### config.mk
export PLATFORM = sky130hd
export DESIGN_NAME = tme_ctrl
export DESIGN_NICKNAME = d
export VERILOG_FILES = /design/src/rtl/tme_pkg.sv /design/src/rtl/tme_ctrl.sv
export SDC_FILE = /design/constraint.sdc
export NUM_CORES = 1
export LEC_CHECK = 0
export BUFFER_PORTS_ARGS = -buffer_cell sky130_fd_sc_hd__buf_2
export CORE_AREA = 5 5 42 44
export CTS_CLUSTER_DIAMETER = 60
export DETAILED_ROUTE_END_ITERATION = 12
export DIE_AREA = 0 0 47 49
export GPL_ROUTABILITY_DRIVEN = 1
export GPL_TIMING_DRIVEN = 0
export PLACE_DENSITY_LB_ADDON = 0.2
export SYNTH_ARGS = -nofsm -noshare
export SYNTH_HDL_FRONTEND = slang
export SYNTH_SLANG_ARGS = --single-unit
### constraint.sdc
create_clock -name clock -period 3.35 [get_ports clock]
set_input_delay 0.67 -clock clock [delete_from_list [all_inputs] [get_ports clock]]
set_output_delay 0.67 -clock clock [all_outputs]
set_load 0.01 [all_outputs]
### src/rtl/tme_pkg.sv
// Shared constants, codes and handshake structs of the typed mailbox engine.
package tme_pkg;

   localparam int PROCS       = 8;
   localparam int SLOTS       = 16;
   localparam int PID_W       = (PROCS > 1) ? $clog2(PROCS) : 1;
   localparam int SLOT_W      = (SLOTS > 1) ? $clog2(SLOTS) : 1;
   localparam int CNT_W       = $clog2(SLOTS + 1);
   localparam int ENTRIES     = PROCS * SLOTS;
   localparam int ADDR_W      = (ENTRIES > 1) ? $clog2(ENTRIES) : 1;
   localparam int SLOT_DATA_W = 48;
   localparam int REQ_DATA_W  = 88;
   localparam int RSP_DATA_W  = 96;

   localparam logic [7:0] WILDCARD = 8'd42;

   typedef enum logic [1:0] {
      MODE_CLEAR = 2'd0,
      MODE_SEND  = 2'd1,
      MODE_READ  = 2'd2,
      MODE_RSVD  = 2'd3
   } mode_type;

   typedef enum logic [2:0] {
      STAT_STORED    = 3'd0,
      STAT_DELIVERED = 3'd1,
      STAT_READ      = 3'd2,
      STAT_BLOCKED   = 3'd3,
      STAT_FULL      = 3'd4,
      STAT_BADTYPE   = 3'd5,
      STAT_BADPID    = 3'd6,
      STAT_CLEARED   = 3'd7
   } status_type;

   // Commands from the sequencer to the datapath.
   typedef struct packed {
      logic capture;
      logic decide;
      logic scan;
      logic load;
   } cmd_type;

   // Status from the datapath to the sequencer.
   typedef struct packed {
      logic need_scan;
      logic scan_done;
      logic out_free;
   } sts_type;

   // One stored message.
   typedef struct packed {
      logic [7:0]  sender;
      logic [7:0]  kind;
      logic [31:0] word;
   } slot_type;

endpackage

### src/rtl/tme_ctrl.sv
// Sequencer of the typed mailbox engine: accept, decide, slot scan, result hand-off.
module tme_ctrl
   import tme_pkg::*;
(
   input  logic    clock,
   input  logic    reset,
   input  logic    req_tvalid,
   output logic    req_tready,
   input  sts_type sts,
   output cmd_type cmd
);

   typedef enum logic [3:0] {
      S_IDLE   = 4'b0001,
      S_DECIDE = 4'b0010,
      S_SCAN   = 4'b0100,
      S_DONE   = 4'b1000
   } state_type;

   state_type state_ff;
   state_type state_in;

   always_comb begin
      state_in    = state_ff;
      cmd         = '0;
      req_tready  = 1'b0;
      case (state_ff)
         S_IDLE: begin
            req_tready  = 1'b1;
            cmd.capture = req_tvalid;
            if (req_tvalid) begin
               state_in = S_DECIDE;
            end
         end
         S_DECIDE: begin
            cmd.decide = 1'b1;
            state_in   = sts.need_scan ? S_SCAN : S_DONE;
         end
         S_SCAN: begin
            cmd.scan = 1'b1;
            if (sts.scan_done) begin
               state_in = S_DONE;
            end
         end
         S_DONE: begin
            cmd.load = sts.out_free;
            if (sts.out_free) begin
               state_in = S_IDLE;
            end
         end
         default: begin
            state_in = S_IDLE;
         end
      endcase
   end

   always_ff @(posedge clock) begin
      if (reset) begin
         state_ff <= S_IDLE;
      end else begin
         state_ff <= state_in;
      end
   end

endmodule

==> run summary, run 1 <==
Worst VDD drop - 0.0000985 V
Vias - 245
Most common cell after layout, fill and taps aside - buf_2
CP Capture Type - primary output
Syn Std Cell Area - 267 um^2
Top post-synthesis cells by area - dfxtp_1 30%, nor4b_4 8.9%, nor3b_1 8.5%
Top flop regs - state_ff x4
Crit path DAT - 1.31 ns
HP Class - flop to flop
#FFs+latches synth - 4
Slowest stage delay, CP - 0.33 ns
Final hold violation count - 0
CTS H-Tree Depth - 1
Delay-heaviest family, CP - simple AND/OR/NAND/NOR gates
Clock latency on the worst-skew pair - 0.23 ns
Switching Fraction - 25.0%
Top reg by flops - state_ff
CTS clk-pin slew, worst paths - 0.04 ns
Storage cell area - 80.1 um^2
Worst Path Required - 2.68 ns
WL per Instance - 10.5 um
Final total power - 0.000142 W
Synthesized Nets - 32
Dominant cell type by area after synthesis - dfxtp_1
Max Slew Vio Count - 0
Sink Count - 4
Initial Util - 19.0%
Number of core rows - 14
Commonest cells after routing, fill and taps aside - 10 x buf_2, 4 x dfxtp_1, 3 x nor3b_1, 3 x clkbuf_4, 2 x nor2_1
YS warnings - 0
FILL cells - 162
Clk buf depth - 2
DRC violations left - 0
Syn Inst Count - 26
Inserted Clock Buffers - 3
Final WL - 579 um
DR pass1 iterations - 2
Comb pwr share - 19.4%
Highest Clock Rate - 506 MHz
Die span in x - 47 um
Post-CTS setup repair buffer count - 0
Clock power share - 41.7%
Final setup viols - 0
Max-cap violation count - 0
Pwr Density - 395 nW/um^2
Slew margin rel. - 71.3%
Diodes inserted - 0
Worst setup margin - 1.37 ns
GR Util All Layers - 5.92%
Post-route clock period utilization - 59.0%
CORE AREA - 1400 um^2
Worst path bufs/invs - 2
Post-route ant nets - 0
Area occupied by multi-input gates - 171 um^2
DR iter-0 viols - 5
Shortest period the worst path allows - 1.98 ns
Die area - 2300 um^2
Critical path cell sequence - buf_6 -> nor4b_4 -> and2_4 -> buf_2
Post-CTS Hold Buffers - 0
Internal Power - 0.000106 W
Antenna violations before repair - 0
Crit path launch type - flop
Nets - 47
Layout cell share with drive strength beyond 1 - 46.2%
Setup_tns - 0 ns
Die Y - 49 um
First-pass GRT wire length - 979 um
Root buf cell - clkbuf_4
Vias in the first global route - 249
Seq/Total Area, Yosys - 30.0%
Number of flip-flops in the largest register - 4
Distinct cells, synth - 20
Gp weighted congestion - 0.649
Fin util - 25.6%
CTS tree - done
Ports - 11
RSZ-0062 raised after global routing - false
Layout area overhead - 34.7%
Input/output buffers - 10
Static Leak - 0.163 nW
Post_cts resized - 0
Sequential share of power - 38.9%
Avg Inst Size Synth - 10.3 um^2
Total gr overflow - 0
Pre-CTS setup slack - 1.60 ns
Crit Path Max Fanout - 9
Vias per cell - 4.45
Switch Pwr - 0.0000354 W
CP max stage cell - nor4b_4
Post-synth top area share - 30.0%
DP HPWL - 468 um
Worst Tran Pin Value - 0.424 ns
Crit Path Class - flop to primary output
Status - finished, final reports clean
Clock Skew - 0.000375 ns
Largest net degree at the start of global routing - 10
## layout make-up
type	count	share of cell area [%]
plain buffers	1	3.14
clock buffers	3	6.27
inverters	1	1.05
multi-input cells	20	47.7
flip-flops and latches	4	22.3
well taps	16	5.57
repair buffers	10	13.9
## synth_stat cells
master / instances
a21oi_1: 1
a32oi_1: 1
and2_4: 1
and2b_1: 1
and4b_1: 1
buf_6: 1
dfxtp_1: 4
inv_1: 1
nand4b_1: 1
nor2_1: 2
nor2b_1: 1
nor3_1: 1
nor3b_1: 3
nor4b_1: 1
nor4b_2: 1
nor4b_4: 1
o21a_1: 1
o21ai_0: 1
o21ai_1: 1
o41ai_2: 1
## cells by family after synthesis
logic type      share of synthesized area (%)
compound gates                           17.8
buf+inv                                  5.63
flops                                    30.0
simple gates                             46.5
## metal layers
metal / track usage, % / up-vias / wire (um)
li1: - / 126 / -
met3: 1.85 / 2 / 50
met1: 7.03 / 109 / 240
met4: 5.53 / 0 / 15
met2: 7.92 / 8 / 272
met5: 0 / - / 0
## per-stage QoR
| stage | hold WS (ns) | std cells | area [um^2] |
|---|---|---|---|
| floorplan | 0.569 | 26 | 267 |
| global placement | 0.623 | 52 | 337 |
| detailed placement | 0.616 | 52 | 337 |
| CTS | 0.619 | 55 | 359 |
| global route | 0.665 | 55 | 359 |
| finish | 0.624 | 55 | 359 |
## power groups by stage
stage,registers [W],clock network (W),logic (W)
2_1_floorplan,0.0000550,0,0.0000187
3_3_place_gp,0.0000556,0,0.0000278
3_5_place_dp,0.0000559,0,0.0000280
4_1_cts,0.0000550,0.0000626,0.0000282
5_1_grt,0.0000556,0.0000665,0.0000308
6_report,0.0000551,0.0000591,0.0000275
## final timing paths
kind	from	end	slack, ns	depth (start not counted)
worst max-delay path	state_ff[2]	cmd[3]	1.37	4
worst min-delay path	state_ff[3]	state_ff[3]	0.62	2
worst max register to register	state_ff[3]	state_ff[0]	2.17	3
worst min register to register	state_ff[3]	state_ff[3]	0.62	2
## worst reg2reg max path, cell delays in order (launching register included)
cell and delay [ns]:
dfxtp_1 0.49, nor3b_1 0.29, o21a_1 0.20, o41ai_2 0.07
Power figures use the tool's default switching activity.
==> run 2, diff against run 1 <==
ABC_AREA = 1   (was not set)
clock period = 1.9 ns   (was 3.35 ns; I/O delays follow)
==> run summary, run 2 <==
Status - finished, final reports clean
Slew margin rel. - 85.9%
DRC violations left - 0
CTS H-Tree Depth - 1
Main synth FF type - dfxtp_1
Max Slew Vio Count - 0
Most used cell, CP - nor2_1
Total gr overflow - 0
Final hold violation count - 0
Number of flip-flops in the largest register - 4
Crit path from - state_ff[0]
CORE AREA - 1400 um^2
DR iter-0 viols - 7
Post-route clock period utilization - 78.1%
Nets - 65
Crit path DAT - 1.10 ns
Vias in the first global route - 269
Vias - 287
Gp weighted congestion - 0.666
First-pass GRT wire length - 972 um
Count leader, synth - inv_1
Largest family of logic cells by synthesized area - simple AND/OR/NAND/NOR gates
Distinct cells, synth - 11
Inserted Clock Buffers - 3
RSZ-0062 raised after global routing - false
Worst VDD drop - 0.000417 V
Top post-synthesis cells by area - dfxtp_1 29%, nand3_2 15%, inv_1 14%
Mux cell area share after synthesis - 0%
Setup_tns - 0 ns
Input/output buffers - 10
Clk buf depth - 2
Layout area overhead - 33.6%
FILL cells - 176
Crit Path Class - flop to primary output
Ports - 11
Post-CTS Hold Buffers - 0
Crit path launch type - flop
#FFs+latches synth - 4
Highest Clock Rate - 674 MHz
Final setup viols - 0
FF-to-FF setup slack - 0.88 ns
Shortest period the worst path allows - 1.48 ns
Synthesized Nets - 50
Largest net degree at the start of global routing - 5
Initial Util - 19.6%
CTS tree - done
Vias per cell - 3.93
Avg Inst Size Synth - 6.26 um^2
Number of instances in the placed design - 70
Worst Path Required - 1.52 ns
Seq/Total Area, Yosys - 29.1%
Setup crit end - cmd[3]
Die Y - 49 um
Commonest cells after routing, fill and taps aside - 10 x inv_1, 10 x buf_2, 9 x nand2_1, 7 x nor2_1
Max-cap violation count - 0
CP max stage cell - dfxtp_1
Number of core rows - 14
Top reg by flops - state_ff
Critical path cell sequence - inv_1 -> nor2_1 -> nand2_1 -> nor2_1 -> buf_2
CP Capture Type - primary output
Post_cts resized - 0
RR Endpoint - state_ff[3]
Die area - 2300 um^2
Diodes inserted - 0
Dominant cell type by area after synthesis - dfxtp_1
Syn Inst Count - 44
Sink Count - 4
Slowest stage delay, CP - 0.33 ns
Post-route ant nets - 0
Antenna violations before repair - 0
Layout cell share with drive strength beyond 1 - 40.4%
Simple-gate share of the synthesized area - 50.9%
Clock Skew - 0.00305 ns
DP HPWL - 491 um
DP Area - 345 um^2
XOR/XNOR share of the synthesized area - 0%
GR Util All Layers - 5.91%
Static Leak - 0.223 nW
Clock latency on the worst-skew pair - 0.23 ns
HP Class - input pin to flop
Finished Layout Cells - 73
CTS clk-pin slew, worst paths - 0.04 ns
WL per Instance - 7.58 um
Post-CTS setup repair buffer count - 0
Adder-Cell Fraction of Synth Area - 0%
Hold Worst Slack - 0.335 ns
Crit Path Max Fanout - 4
Root buf cell - clkbuf_4
Die span in x - 47 um
Number of enable-type register cells in the synthesized netlist - 0
Top flop regs - state_ff x4
Async set-reset flop share out of synthesis - 0%
Compound-cell area share of the yosys netlist - 5.00%
Worst r2r src - state_ff[1]
Commonest cells in the netlist - 10 x inv_1, 9 x nand2_1, 7 x nor2_1
DR pass1 iterations - 4
Final WL - 553 um
Design area - 368 um^2
R2R cell count - 6
Pwr Density - 827 nW/um^2
YS warnings - 0
Post-synth top area share - 29.1%
Worst Tran Pin Value - 0.211 ns
Syn Std Cell Area - 275 um^2
-- run 2: worst min path at each step --
stage                     startpoint     endpoint  slack (ns)  cells past startpoint
after floorplan                reset  state_ff[2]        0.45                      1
after global placement         reset  state_ff[2]        0.58                      2
after detailed placement       reset  state_ff[2]        0.57                      2
after CTS                      reset  state_ff[2]        0.32                      2
after global routing           reset  state_ff[2]        0.33                      2
final                          reset  state_ff[2]        0.34                      2
-- run 2: where the power goes --
| part | switching (W) | internal [W] |
|---|---|---|
| combinational | 0.0000621 | 0.0000366 |
| clock | 0.0000320 | 0.0000705 |
| sequential | 0.00000831 | 0.0000947 |
| total | 0.000102 | 0.000202 |
-- run 2: logic make-up (layout without fill, tap and decap cells) --
group / Yosys count / in the layout
compound gates: 2 / 2
buf+inv: 11 / 24
flops: 4 / 4
simple gates: 27 / 27
-- run 2: critical path: cells and delay by family, from the launching register on --
| family | cells | cell delay [ns] |
|---|---|---|
| buf+inv | 2 | 0.20 |
| simple gates | 3 | 0.34 |
| flops | 1 | 0.33 |
-- run 2: area by class of cell --
class	instances	area, um^2	area share, %
flip-flops and latches	4	80.1	21.8
well taps	16	20.0	5.44
clock buffers	3	22.5	6.12
repair buffers	10	50.0	13.6
inverters	11	41.3	11.2
multi-input cells	29	154	41.8
-- run 2: per-layer routing --
metal	global-route usage [%]	wire length, um
met1	7.00	271
met2	7.47	226
met3	1.48	48
met4	6.91	6
met5	0	0
-- run 2: per-stage QoR --
step                      total power, W  setup slack, ns  util, %
after floorplan                 0.000175            0.764        -
after global placement          0.000205            0.648     24.6
after detailed placement        0.000205            0.645     24.6
after CTS                       0.000313            0.389     26.3
after global routing            0.000330            0.304     26.3
final                           0.000304            0.416     26.3
